==> src/design/hdm_pkg.sv <==
package hdm_pkg;

	localparam int unsigned CHANNELS_DEF = 6;
	localparam int unsigned TIME_W = 32;
	localparam int unsigned DEADLINE_W = 16;
	localparam int unsigned SNAP_W = 16;
	localparam int unsigned CFG_DATA_W = 32;
	localparam int unsigned CFG_IDX_W = 2;

	localparam logic [DEADLINE_W-1:0] FAST_DEADLINE_RST = 16'd500;
	localparam logic [DEADLINE_W-1:0] SLOW_DEADLINE_RST = 16'd2500;
	localparam logic [TIME_W-1:0] REARM_DELAY_RST = 32'd30000;
	localparam logic [15:0] SLOW_SELECT_RST = 16'd12;

	typedef enum logic [CFG_IDX_W-1:0] {
		REG_FAST_DEADLINE = 2'd0,
		REG_SLOW_DEADLINE = 2'd1,
		REG_REARM_DELAY   = 2'd2,
		REG_SLOW_SELECT   = 2'd3
	} cfg_reg_t;

	typedef enum logic {
		ACT_MARK  = 1'b0,
		ACT_CHECK = 1'b1
	} action_t;

endpackage

==> src/design/heartbeat_deadline_monitor_top.sv <==
// An input transfer passes the input register, then the result register; one item per cycle
// unless out_ready stalls, and the next item sees the state left by the previous one.
// Per-channel elapsed-time compares and the fault latch update sit between the two registers.
// Reset (arst_n low, asynchronous): stamps, healthy start, reported mask, fault latch and
// captured mask clear to zero; configuration returns to its default values.
module heartbeat_deadline_monitor_top
	import hdm_pkg::*;
#(
	parameter int unsigned CHANNELS = CHANNELS_DEF
) (
	input  logic                   clk,
	input  logic                   arst_n,

	input  logic                   cfg_valid,
	output logic                   cfg_ready,
	input  logic [CFG_IDX_W-1:0]   cfg_index,
	input  logic [CFG_DATA_W-1:0]  cfg_data,

	input  logic                   in_valid,
	output logic                   in_ready,
	input  logic                   action,
	input  logic [TIME_W-1:0]      now_ms,
	input  logic [CHANNELS-1:0]    channel_select,
	input  logic [SNAP_W-1:0]      status_word,

	output logic                   out_valid,
	input  logic                   out_ready,
	output logic                   healthy,
	output logic [CHANNELS-1:0]    late_mask,
	output logic                   report_change,
	output logic                   save_request,
	output logic [SNAP_W-1:0]      saved_snapshot,
	output logic                   latched,
	output logic [CHANNELS-1:0]    kept_unhealthy_mask
);

	// configuration
	logic [DEADLINE_W-1:0] fast_deadline_q;
	logic [DEADLINE_W-1:0] slow_deadline_q;
	logic [TIME_W-1:0]     rearm_delay_q;
	logic [CHANNELS-1:0]   slow_select_q;

	assign cfg_ready = 1'b1;

	always_ff @(posedge clk or negedge arst_n) begin
		if (!arst_n) begin
			fast_deadline_q <= FAST_DEADLINE_RST;
			slow_deadline_q <= SLOW_DEADLINE_RST;
			rearm_delay_q   <= REARM_DELAY_RST;
			slow_select_q   <= SLOW_SELECT_RST[CHANNELS-1:0];
		end else if (cfg_valid) begin
			unique case (cfg_reg_t'(cfg_index))
				REG_FAST_DEADLINE: fast_deadline_q <= cfg_data[DEADLINE_W-1:0];
				REG_SLOW_DEADLINE: slow_deadline_q <= cfg_data[DEADLINE_W-1:0];
				REG_REARM_DELAY:   rearm_delay_q   <= cfg_data[TIME_W-1:0];
				REG_SLOW_SELECT:   slow_select_q   <= cfg_data[CHANNELS-1:0];
				default: ;
			endcase
		end
	end

	// input register
	logic                  valid_s1;
	logic                  action_s1;
	logic [TIME_W-1:0]     now_s1;
	logic [CHANNELS-1:0]   sel_s1;
	logic [SNAP_W-1:0]     snap_s1;
	logic                  adv_s1;

	assign adv_s1   = valid_s1 && (!out_valid || out_ready);
	assign in_ready = !valid_s1 || adv_s1;

	always_ff @(posedge clk or negedge arst_n) begin
		if (!arst_n) begin
			valid_s1 <= 1'b0;
		end else if (in_ready) begin
			valid_s1 <= in_valid;
		end
	end

	always_ff @(posedge clk) begin
		if (in_valid && in_ready) begin
			action_s1 <= action;
			now_s1    <= now_ms;
			sel_s1    <= channel_select;
			snap_s1   <= status_word;
		end
	end

	// monitor state
	logic [TIME_W-1:0]   last_seen_q [CHANNELS];
	logic [TIME_W-1:0]   healthy_start_q;
	logic [CHANNELS-1:0] reported_late_q;
	logic                fault_q;
	logic [CHANNELS-1:0] captured_q;

	// single-pass evaluation
	logic [CHANNELS-1:0] late_c;
	logic [TIME_W-1:0]   elapsed_c [CHANNELS];
	logic [TIME_W-1:0]   rearm_elapsed_c;
	logic                is_check_c;
	logic                any_late_c;
	logic                change_c;
	logic                save_c;
	logic                fault_d;
	logic [CHANNELS-1:0] captured_d;
	logic [CHANNELS-1:0] reported_d;
	logic [TIME_W-1:0]   healthy_start_d;

	always_comb begin
		for (int i = 0; i < CHANNELS; i++) begin
			elapsed_c[i] = now_s1 - last_seen_q[i];
			late_c[i]    = 1'b0;
			if (slow_select_q[i]) begin
				late_c[i] = elapsed_c[i] > {{(TIME_W-DEADLINE_W){1'b0}}, slow_deadline_q};
			end else begin
				late_c[i] = elapsed_c[i] > {{(TIME_W-DEADLINE_W){1'b0}}, fast_deadline_q};
			end
		end
	end

	assign is_check_c      = (action_t'(action_s1) == ACT_CHECK);
	assign any_late_c      = is_check_c && (late_c != '0);
	assign rearm_elapsed_c = now_s1 - healthy_start_q;

	always_comb begin
		change_c        = 1'b0;
		save_c          = 1'b0;
		fault_d         = fault_q;
		captured_d      = captured_q;
		reported_d      = reported_late_q;
		healthy_start_d = healthy_start_q;
		if (is_check_c) begin
			if (any_late_c) begin
				healthy_start_d = '0;
				if (late_c != reported_late_q) begin
					change_c   = 1'b1;
					reported_d = late_c;
				end
				if (!fault_q) begin
					captured_d = late_c;
					save_c     = 1'b1;
					fault_d    = 1'b1;
				end
			end else begin
				reported_d = '0;
				if (fault_q) begin
					priority if (healthy_start_q == '0) begin
						healthy_start_d = now_s1;
					end else if (rearm_elapsed_c >= rearm_delay_q) begin
						fault_d         = 1'b0;
						healthy_start_d = '0;
					end
				end
			end
		end
	end

	always_ff @(posedge clk or negedge arst_n) begin
		if (!arst_n) begin
			for (int i = 0; i < CHANNELS; i++) begin
				last_seen_q[i] <= '0;
			end
			healthy_start_q <= '0;
			reported_late_q <= '0;
			fault_q         <= 1'b0;
			captured_q      <= '0;
		end else if (adv_s1) begin
			for (int i = 0; i < CHANNELS; i++) begin
				if (!is_check_c && sel_s1[i]) begin
					last_seen_q[i] <= now_s1;
				end
			end
			healthy_start_q <= healthy_start_d;
			reported_late_q <= reported_d;
			fault_q         <= fault_d;
			captured_q      <= captured_d;
		end
	end

	// result register
	always_ff @(posedge clk or negedge arst_n) begin
		if (!arst_n) begin
			out_valid <= 1'b0;
		end else if (!out_valid || out_ready) begin
			out_valid <= valid_s1;
		end
	end

	always_ff @(posedge clk) begin
		if (adv_s1) begin
			healthy             <= !any_late_c;
			late_mask           <= is_check_c ? late_c : '0;
			report_change       <= change_c;
			save_request        <= save_c;
			saved_snapshot      <= save_c ? snap_s1 : '0;
			latched             <= fault_d;
			kept_unhealthy_mask <= captured_d;
		end
	end

endmodule

==> config.mk <==
export PLATFORM = sky130hd
export DESIGN_NAME = heartbeat_deadline_monitor_top
export DESIGN_NICKNAME = d
export VERILOG_FILES = /design/src/design/hdm_pkg.sv /design/src/design/heartbeat_deadline_monitor_top.sv
export SDC_FILE = /design/constraint.sdc
export NUM_CORES = 1
export LEC_CHECK = 0
export BUFFER_PORTS_ARGS = -buffer_cell sky130_fd_sc_hd__buf_4
export CAP_MARGIN = 40
export CORE_ASPECT_RATIO = 0.9
export CORE_MARGIN = 2
export CORE_UTILIZATION = 33
export DETAILED_ROUTE_END_ITERATION = 8
export PLACE_DENSITY = 0.47
export SYNTH_ARGS = -nofsm -noshare
export SYNTH_HDL_FRONTEND = slang
export SYNTH_SLANG_ARGS = --single-unit
export TNS_END_PERCENT = 5
==> constraint.sdc <==
create_clock -name clk -period 12.9 [get_ports clk]
set_input_delay 1.29 -clock clk [delete_from_list [all_inputs] [get_ports clk]]
set_output_delay 1.29 -clock clk [all_outputs]
set_load 0.05 [all_outputs]
Word level (Yosys, flattened, before mapping)
Cells that the tools add are included.
{"block": "classes", "n_addsub": 7, "muxes": 24, "n_eq_ne": 5, "n_reduce_logical": 33, "magnitude_cmp": 13}
{"op": "greater-than comparator 32 x 16 -> 1 bit", "count": 12}
{"op": "subtractor 32 bit", "count": 7}
{"op": "2-to-1 mux 32 bit", "count": 4}
{"op": "greater-or-equal comparator 32 bit", "count": 1}
{"op": "zero test 32 bit", "count": 1}
{"op": "2-to-1 mux 6 bit", "count": 5}
{"op": "AND reduction 2 bit", "count": 11}
{"op": "2-to-1 mux 1 bit", "count": 15}
{"op": "logical AND 1 bit", "count": 9}
{"op": "inequality test 6 bit", "count": 1}
{"op": "nonzero test 6 bit", "count": 1}
{"op": "== test 2 bit (second input constant)", "count": 2}
{"op": "zero test 1 bit", "count": 4}
{"op": "AND reduction 4 bit", "count": 1}
{"op": "AND reduction 3 bit", "count": 1}
{"op": "nonzero test 3 bit", "count": 1}
{"op": "== test 2 x 1 -> 1 bit (second input constant)", "count": 1}
{"op": "zero test 2 bit", "count": 1}
{"op": "logical OR 1 bit", "count": 2}
{"op": "inequality test 2 x 1 -> 1 bit (second input constant)", "count": 1}
{"op": "nonzero test 2 bit", "count": 1}
{"block": "word_totals", "out_inout_bits": 35, "ff_bits": 396, "wordCells": 109, "input_bits": 94}

Logic depth before layout (Yosys ltp)
Gate-level depths: netlist of the first run.
{"block": "logic_depth", "ltp_word": 7, "depth_mapped": 30, "depth_no_buf": 27}

Worst setup path before layout of the first run
Ideal clock, no wire load.
{"block": "synth_path", "path_kind": "register to register", "from": "reg now_s1[1]", "to": "reg reported_late_q[1]", "setup_time_ns": 0.121, "t_required_ns": 12.779, "arrival_ns": 5.827, "stages_incl_launch_ff": 25, "path_buffers": 0, "synth_period_minus_slack_ns": 5.948, "path_slack_ns": 6.952, "path_cell_list": "edfxtp_1 inv_1 fa_1 nand2b_1 a21o_1 a211o_1 nand2_1 o21ai_0 nand2b_1 a31oi_1 xnor2_1 ha_1 nand4_1 or2_2 or4_1 a31oi_1 nand4_1 or4_1 or4_1 nor4_4 xnor2_1 a21oi_1 and4bb_2 a21o_1 a22o_1"}
{"block": "synth_via", "elab_chain_len": 7, "elab_cells_between_ends": 31, "classes_between": "add/sub (6); order compare (12); eq/ne (2); mux (8); reduce/logical (3)"}
{"element": "from (decl)", "line": "heartbeat_deadline_monitor_top.sv:65", "source": "logic [TIME_W-1:0] now_s1;"}
{"element": "from (signal assigned)", "line": "heartbeat_deadline_monitor_top.sv:84", "source": "now_s1 <= now_ms;"}
{"element": "subtractor 32 bit", "line": "heartbeat_deadline_monitor_top.sv:112", "source": "elapsed_c[i] = now_s1 - last_seen_q[i];"}
{"element": "greater-than comparator 32 x 16 -> 1 bit, on equally long branches", "line": "heartbeat_deadline_monitor_top.sv:117, heartbeat_deadline_monitor_top.sv:115"}
{"element": "2-to-1 mux 1 bit", "line": "heartbeat_deadline_monitor_top.sv:114", "source": "if (slow_select_q[i]) begin"}
{"element": "nonzero test 6 bit", "line": "heartbeat_deadline_monitor_top.sv:123", "source": "assign any_late_c = is_check_c && (late_c != '0);"}
{"element": "logical AND 1 bit", "line": "heartbeat_deadline_monitor_top.sv:123"}
{"element": "inequality test 2 x 1 -> 1 bit (no line)"}
{"element": "AND reduction 3 bit (no line)"}
{"element": "to (signal assigned)", "line": "heartbeat_deadline_monitor_top.sv:175", "source": "reported_late_q <= reported_d;"}
{"element": "to (decl)", "line": "heartbeat_deadline_monitor_top.sv:93", "source": "logic [CHANNELS-1:0] reported_late_q;"}
Parallel ways exist; a longest one is shown, timed or not. The select of a mux whose other input is x is not followed.
A chain may end at the register's enable or synchronous reset.

Worst setup path after layout of the first run
{"block": "layout_path", "from": "reg now_s1[0]", "to": "reg healthy_start_q[13]"}
{"block": "layout_via", "elab_chain_len": 7, "elab_cells_between_ends": 32, "classes_between": "add/sub (7); order compare (13); mux (7); reduce/logical (5)"}
{"element": "subtractor 32 bit", "line": "heartbeat_deadline_monitor_top.sv:112"}
{"element": "greater-than comparator 32 x 16 -> 1 bit, on equally long branches", "line": "heartbeat_deadline_monitor_top.sv:117, heartbeat_deadline_monitor_top.sv:115"}
{"element": "2-to-1 mux 1 bit", "line": "heartbeat_deadline_monitor_top.sv:114"}
{"element": "nonzero test 6 bit", "line": "heartbeat_deadline_monitor_top.sv:123"}
{"element": "logical AND 1 bit", "line": "heartbeat_deadline_monitor_top.sv:123"}
{"element": "nonzero test 3 bit (no line) / nonzero test 2 bit (equally long branches)"}
{"element": "AND reduction 4 bit (no line)"}
{"element": "to (signal assigned)", "line": "heartbeat_deadline_monitor_top.sv:174", "source": "healthy_start_q <= healthy_start_d;"}
{"element": "to (decl)", "line": "heartbeat_deadline_monitor_top.sv:92", "source": "logic [TIME_W-1:0] healthy_start_q;"}
Parallel ways exist; a longest one is shown, timed or not.

==> results of run 1 <==
-- worst paths after layout --
check,end,slack (ns)
worst max-delay path,healthy_start_q[13]$_DFFE_PN0P_,5.54
worst min-delay path,last_seen_q[96]$_DFFE_PN0P_,0.49
worst max register to register,healthy_start_q[13]$_DFFE_PN0P_,5.54
worst min register to register,last_seen_q[96]$_DFFE_PN0P_,0.49
max in group asynchronous,last_seen_q[49]$_DFFE_PN0P_,10.80
min in group asynchronous,last_seen_q[162]$_DFFE_PN0P_,0.68
-- registers in the layout, indices dropped and copies added, names as in the netlist, 16 cells and up --
| register | flops |
|---|---|
| last_seen_q | 192 |
| healthy_start_q | 32 |
| now_s1 | 32 |
| rearm_delay_q | 32 |
| fast_deadline_q | 16 |
| saved_snapshot | 16 |
| slow_deadline_q | 16 |
| snap_s1 | 16 |
-- Yosys cell counts (55+ instances only) --
cell	count
sky130_fd_sc_hd__ha_1	441
sky130_fd_sc_hd__inv_1	357
sky130_fd_sc_hd__dfrtp_1	289
sky130_fd_sc_hd__a21oi_1	250
sky130_fd_sc_hd__mux2_2	249
sky130_fd_sc_hd__nand2_1	199
sky130_fd_sc_hd__nor2_1	174
sky130_fd_sc_hd__o21ai_0	157
sky130_fd_sc_hd__a21o_1	124
sky130_fd_sc_hd__nand4_1	115
sky130_fd_sc_hd__xnor2_1	91
sky130_fd_sc_hd__edfxtp_1	87
sky130_fd_sc_hd__clkbuf_1	68
sky130_fd_sc_hd__nand3_1	57
sky130_fd_sc_hd__nand2b_1	55
-- where the power goes --
group / total [mW] / leakage [nW] / internal, mW / switching, mW
combinational: 4.34 / 11.3 / 1.83 / 2.51
clock: 1.47 / 0.840 / 0.871 / 0.604
sequential: 1.73 / 4.53 / 1.58 / 0.149
total: 7.54 / 16.7 / 4.28 / 3.27
-- stage by stage --
stage | hold WS (ns) | power [mW] | util
5_1_grt | 0.512 | 8.25 | 0.377
6_report | 0.485 | 7.54 | 0.377
4_1_cts | 0.490 | 7.62 | 0.377
3_3_place_gp | 0.467 | 6.01 | 0.358
2_1_floorplan | 0.450 | 4.93 | -
3_5_place_dp | 0.477 | 6.09 | 0.360
-- area by class of cell --
type                    count  area, um2  area share
multi-input cells        2657      20500       0.554
flip-flops and latches    396      10400       0.280
repair buffers            180       1480      0.0399
well taps                1276       1600      0.0431
clock inverters            20        239     0.00646
diodes                      1       2.50   0.0000676
clock buffers              72       1470      0.0396
inverters                 357       1340      0.0362
-- worst min-delay path: stages, from the launching register on --
cell and delay [ns]:
sky130_fd_sc_hd__dfrtp_1 0.34, sky130_fd_sc_hd__nand2_1 0.05, sky130_fd_sc_hd__o21ai_0 0.06
-- metal layers --
| layer | track usage | wire length, um | part of all wire | up-vias |
|---|---|---|---|---|
| met3 | 0.0216 | 3180 | 0.033 | 119 |
| li1 | - | - | - | 13155 |
| met4 | 0.0495 | 2380 | 0.025 | 0 |
| met2 | 0.316 | 44300 | 0.47 | 403 |
| met1 | 0.254 | 45300 | 0.48 | 12739 |
| met5 | 0 | 0 | 0 | - |
-- kinds of logic after synthesis --
kind of cell / Yosys count / synth area share
flip-flops: 396 / 0.318
adder cells (fa/ha/maj): 448 / 0.174
AND/OR/NAND/NOR: 881 / 0.142
other: 1 / 0.000115
buffers and inverters: 441 / 0.0522
multiplexers: 270 / 0.0931
XOR/XNOR: 134 / 0.0363
AO/OA/AOI/OAI: 923 / 0.185
==> impl_results.md, run 1 <==
* Number of DRC markers in iteration 0 at 1404
* Worst-Margin Slew at 0.961 ns
* Proportion of layout cells with a drive suffix above 1 at 0.157
* Total global-route track usage at 0.187
* Largest buffer count on any clock path at 3
* Reg2Reg Depth at 27
* Number of nets in the layout at roughly 4200
* Die W at ~340 um
* Clock latency on the worst-skew pair at between 0.6 and 0.7 ns
* Launch instance of the worst min-delay path: last_seen_q[96]$_DFFE_PN0P_
* Remaining antenna violation count after routing at 0
* Dominant delay contributor by cell family on the critical path: simple AND/OR/NAND/NOR gates
* IO Port Bufs at 127
* Slew headroom at 0.359
* # resized after CTS at 0
* Final hold vios at 0
* Data required time of the critical path at around 13 ns
* Remaining design rule violation count at 0
* Number of sinks on the clock net at between 300 and 400
* Total Wirelength at approximately 95 mm
* Standard cell area after detailed placement at approximately 35000 um2
* Number of buffers created by CTS at 50
* Clock tree from TritonCTS: yes
* CTS clock-pin slew for the worst setup and hold paths at 0.06 ns
* Final worst path period need at 7.36 ns
* Max Cap Viol at 0
* Count of buffer and inverter cells on the critical path at 3
* # fillers at between 9000 and 10000
* Final critical-path share of the clock period at 0.570
* Standby leakage power at approximately 17 nW
* Via count of the first global-routing pass at between 20000 and 30000
* Synthesized flop and latch total at 396
* Library cell contributing the largest single delay on the critical path: sky130_fd_sc_hd__or4b_1
* Warnings from Yosys at 0
* Core footprint at between 90000 and 100000 um2
* Critical path depth at 27
* Peak fanout along the critical path at 33
* Top flip-flop cell by instance count after synthesis: sky130_fd_sc_hd__dfrtp_1
* Netlist Area Pre-Place at approximately 33000 um2
* First-pass GRT wire length at approximately 150 mm
* Number of optimization iterations in the first detailed-route pass at 5
* EDFF count, synth at between 80 and 90
* Crit path capture type: flop
* Unrepaired setup endpoints after global routing: no
* Power density over the cells at just over 200 nW/um2
* Cell at the root of the clock tree: sky130_fd_sc_hd__clkbuf_16
* Routed via count divided by cell count at 5.33
* Final Non-Filler Cells at slightly below 5000
* Startpoint Class: flop
* Sum of negative setup slack at 0 ns
* Post-CTS setup buffers at 0
* Average wire per cell in the routed design at 19.2 um
* Synthesized area per cell at 9.32 um2
* Worst setup path startpoint: now_s1[0]$_DFFE_PP_
* Sequential fraction of the synthesis area at 0.318
* Post-CTS Hold Fix Bufs at 0
* Post-synthesis cell type with the largest combined area: sky130_fd_sc_hd__dfrtp_1
* Post-route cell area at around 37000 um2
* Initial antenna violation count at 1
* Placed wire-length estimate after detailed placement at approximately 74 mm
* Hold-critical path depth at 2
* Maximum number of pins on one net before global-route repair at 155
* Initial core utilization at 0.332
* Hold/Removal Path Class: flop to flop
* Site Rows at 109
* Maximum resistive drop on vdd at roughly 0.18 mV
* Worst clock skew at around 0.026 ns
* Synthesized netlist net count at 4036
* Die Span Y at between 300 and 400 um
* Total die area at ~100000 um2
* Number of placed instances, taps included at between 4000 and 5000
* Instance count of the mapped netlist at between 3000 and 4000
* Most used cells in the layout excluding fill and tap cells: sky130_fd_sc_hd__ha_1, sky130_fd_sc_hd__inv_1, sky130_fd_sc_hd__dfrtp_1
* Source of the worst register-to-register timing path: now_s1[0]$_DFFE_PP_
* Routed vias at between 20000 and 30000
* Weighted congestion reported at the end of routability-driven placement at ~0.87
* Area delta synth->final at 13.6%
* Portion of synthesized cell area occupied by the leading cell type at 0.222
* Worst setup path category: flop to flop
* Max Clock Freq at ~140 MHz
* Fin worst setup slack at approximately 5.5 ns
* Result of the run: finished clean
* Async set-or-reset flop fraction in the synthesized netlist at 0.780
* H-tree depth reported by CTS at 2
* Setup-failing EPs final at 0
* WP data arrival at just under 8 ns
* I/O Pins at roughly 130
* Top post-synthesis cells by area: sky130_fd_sc_hd__dfrtp_1, sky130_fd_sc_hd__ha_1, sky130_fd_sc_hd__mux2_2
* CP max stage delay at 0.74 ns
* Overflow left after global routing at 0
* Final Max Slew Viols at 0
* Cell seen most often among critical-path stages: sky130_fd_sc_hd__nand4_1
* Most frequent standard cell in the layout excluding fill and tap cells: sky130_fd_sc_hd__ha_1
* Post-Place Worst Slack at 5.59 ns
* Number of library cell types mapped by synthesis at 96
Note: power is estimated with default switching activity, not from simulation.
==> run 2, diff against run 1 <==
clock period = 7.1 ns   (was 12.9 ns; I/O delays follow)
==> run 2 against run 1 <==
Design area is 0.89% higher; count of clock-buffer cells in the layout unchanged; worst hold slack got worse by 0.39 ns; non-clock buffer count increased by 22; sequential power rose by 83%; critical path depth down 2; die area stayed put; highest routed layer unchanged.
==> impl_results.md, run 2 (synthesis results as in run 1) <==
* Most used cells in the layout excluding fill and tap cells: sky130_fd_sc_hd__ha_1, sky130_fd_sc_hd__inv_1, sky130_fd_sc_hd__dfrtp_1
* First-pass GRT wire length at 156 mm (+4.0%)
* Number of optimization iterations in the first detailed-route pass at 7 (+2)
* Result of the run: finished clean
* Max Clock Freq at 150 MHz (+10%)
* Routed via count divided by cell count at 5.36 (+0.68%)
* Post-CTS setup buffers at 0 (unchanged)
* Final Max Slew Viols at 0 (unchanged)
* Post-CTS Hold Fix Bufs at 0 (unchanged)
* Maximum number of pins on one net before global-route repair at 172 (+11%)
* Peak fanout along the critical path at 64 (+94%)
* IO Port Bufs at 127 (unchanged)
* Source of the worst register-to-register timing path: now_s1[2]$_DFFE_PP_
* Fin worst setup slack at 0.433 ns (-5.11 ns)
* Worst setup path category: flop to flop
* Largest buffer count on any clock path at 3 (unchanged)
* Dominant delay contributor by cell family on the critical path: simple AND/OR/NAND/NOR gates
* Multi-input gate area at 20500 um2 (+0.12%)
* Cell at the root of the clock tree: sky130_fd_sc_hd__clkbuf_16
* Total global-route track usage at 0.198 (+0.0109)
* Standby leakage power at 16.9 nW (+0.98%)
* Max Cap Viol at 0 (unchanged)
* Placed wire-length estimate after detailed placement at 79.8 mm (+8.1%)
* Sum of negative setup slack at 0 ns (unchanged)
* Total Wirelength at 101 mm (+5.9%)
* Number of nets in the layout at 4208 (+0.57%)
* Worst clock skew at 0.0486 ns (+0.0230 ns)
* Library cell contributing the largest single delay on the critical path: sky130_fd_sc_hd__edfxtp_1
* Count of buffer and inverter cells on the critical path at 2 (-1)
* Crit path capture type: flop
* Number of DRC markers in iteration 0 at 1570 (+12%)
* Initial core utilization at 0.332 (unchanged)
* H-tree depth reported by CTS at 2 (unchanged)
* Worst-Margin Slew at 1.09 ns (+0.125 ns)
* Startpoint Class: flop
* Clock latency on the worst-skew pair at 0.65 ns (+0.02 ns)
* Hold/Removal Path Class: primary input to async pin
* Most frequent standard cell in the layout excluding fill and tap cells: sky130_fd_sc_hd__ha_1
* Site Rows at 109 (unchanged)
* Proportion of layout cells with a drive suffix above 1 at 0.163 (+0.00641)
* Routed vias at 26746 (+1.2%)
* Remaining antenna violation count after routing at 0 (unchanged)
* FF+latch area at 10400 um2 (unchanged)
* WP data arrival at 7.19 ns (-0.72 ns)
* Die Span Y at 302 um (unchanged)
* Data required time of the critical path at 7.63 ns (-5.82 ns)
* Worst setup slack for register-to-register paths at 0.43 ns (-5.11 ns)
* Flip-flop count of the largest register, all copies and words added at 192 (unchanged)
* Unrepaired setup endpoints after global routing: no
* Maximum resistive drop on vdd at 0.327 mV (+77%)
* Cell seen most often among critical-path stages: sky130_fd_sc_hd__nand4_1
* Largest register by flop count: last_seen_q
* Standard cell area after detailed placement at 35400 um2 (+0.35%)
* Setup-failing EPs final at 0 (unchanged)
* CTS clock-pin slew for the worst setup and hold paths at 0.06 ns (about the same)
* Die W at 335 um (unchanged)
* Power density over the cells at 376 nW/um2 (+84%)
* Core footprint at 98100 um2 (unchanged)
* Via count of the first global-routing pass at 26787 (+1.4%)
* # resized after CTS at 0 (unchanged)
* Number of buffers created by CTS at 52 (+4.0%)
* Overflow left after global routing at 0 (unchanged)
* Area delta synth->final at 14.6%
* Total die area at 101000 um2 (unchanged)
* Weighted congestion reported at the end of routability-driven placement at 0.883 (+1.9%)
* Slew headroom at 0.275 (-0.0836)
* Post-Place Worst Slack at 0.281 ns (-5.30 ns)
* Initial antenna violation count at 6 (+5)
* Average wire per cell in the routed design at 20.2 um (+5.3%)
* Remaining design rule violation count at 0 (unchanged)
* I/O Pins at 129 (unchanged)
* # fillers at 9969 (+0.60%)
* Clock tree from TritonCTS: yes
* CP max stage delay at 0.68 ns (-0.06 ns)
* Final hold vios at 0 (unchanged)
* Number of sinks on the clock net at 396 (unchanged)
* Final worst path period need at 6.67 ns (-0.688 ns)
* Worst setup path startpoint: now_s1[2]$_DFFE_PP_
* Post-route cell area at 37300 um2 (+0.89%)
* Final critical-path share of the clock period at 0.939 (+0.369)
-- run 2: cell count changes in the layout (fill, tap and decap cells not counted), sizes merged --
cell	before	now
inv	358	357
clkinvlp	2	3
bufinv	4	7
buf	180	202
clkinv	13	15
diode	1	2
-- run 2: report_power, final --
| part | switching (mW) | internal [mW] | total [mW] |
|---|---|---|---|
| clock | 1.14 | 1.76 | 2.89 |
| combinational | 4.63 | 3.35 | 7.97 |
| sequential | 0.305 | 2.87 | 3.17 |
-- run 2: layout make-up --
cell class | instances | area share
flip-flops and latches | 396 | 0.278
multi-input cells | 2657 | 0.550
clock buffers | 72 | 0.0407
inverters | 357 | 0.0359
clock inverters | 25 | 0.00968
repair buffers | 202 | 0.0428
diodes | 2 | 0.000134
well taps | 1276 | 0.0428
-- run 2: stage by stage --
step                std cells  hold slack (ns)  utilization  power [mW]
finish                   4987           0.0923        0.381        14.0
global route             4985            0.151        0.381        15.3
CTS                      4985            0.103        0.380        14.1
detailed placement       4888            0.475        0.361        11.1
global placement         4884            0.470        0.361        11.0
floorplan                3494            0.414            -        8.95
-- run 2: final timing paths --
path | to | depth (start not counted)
min | last_seen_q[128]$_DFFE_PN0P_ | 1
max in group asynchronous | last_seen_q[25]$_DFFE_PN0P_ | 2
max | healthy_start_q[8]$_DFFE_PN0P_ | 25
min in group clk | snap_s1[11]$_DFFE_PP_ | 1
max reg2reg | healthy_start_q[8]$_DFFE_PN0P_ | 25
min reg2reg | last_seen_q[33]$_DFFE_PN0P_ | 2
-- run 2: worst register-to-register path: stages (launching register included) --
cell                       delay, ns
sky130_fd_sc_hd__edfxtp_1       0.68
sky130_fd_sc_hd__ha_1           0.50
sky130_fd_sc_hd__o211ai_1       0.10
sky130_fd_sc_hd__a21o_1         0.18
sky130_fd_sc_hd__a31oi_1        0.31
sky130_fd_sc_hd__and2_1         0.22
sky130_fd_sc_hd__a21oi_1        0.12
sky130_fd_sc_hd__o21ai_0        0.23
sky130_fd_sc_hd__xor2_1         0.26
sky130_fd_sc_hd__ha_1           0.29
sky130_fd_sc_hd__a21o_1         0.16
sky130_fd_sc_hd__a21oi_1        0.15
sky130_fd_sc_hd__o22ai_1        0.09
sky130_fd_sc_hd__or4_1          0.50
sky130_fd_sc_hd__a31oi_1        0.48
sky130_fd_sc_hd__nand4_1        0.14
sky130_fd_sc_hd__or4_1          0.42
sky130_fd_sc_hd__nor4_1         0.16
sky130_fd_sc_hd__and4b_1        0.27
sky130_fd_sc_hd__nand4_1        0.29
sky130_fd_sc_hd__nor4_4         0.30
sky130_fd_sc_hd__buf_4          0.20
sky130_fd_sc_hd__a21oi_4        0.06
sky130_fd_sc_hd__buf_12         0.19
sky130_fd_sc_hd__nand4_1        0.19
sky130_fd_sc_hd__o21ai_1        0.07
-- run 2: per-layer routing --
| metal | GRT usage | up-vias | part of all wire |
|---|---|---|---|
| met2 | 0.320 | 520 | 0.44 |
| met5 | 0 | - | 0 |
| met4 | 0.0549 | 0 | 0.027 |
| li1 | - | 13231 | - |
| met1 | 0.280 | 12856 | 0.49 |
| met3 | 0.0233 | 139 | 0.041 |
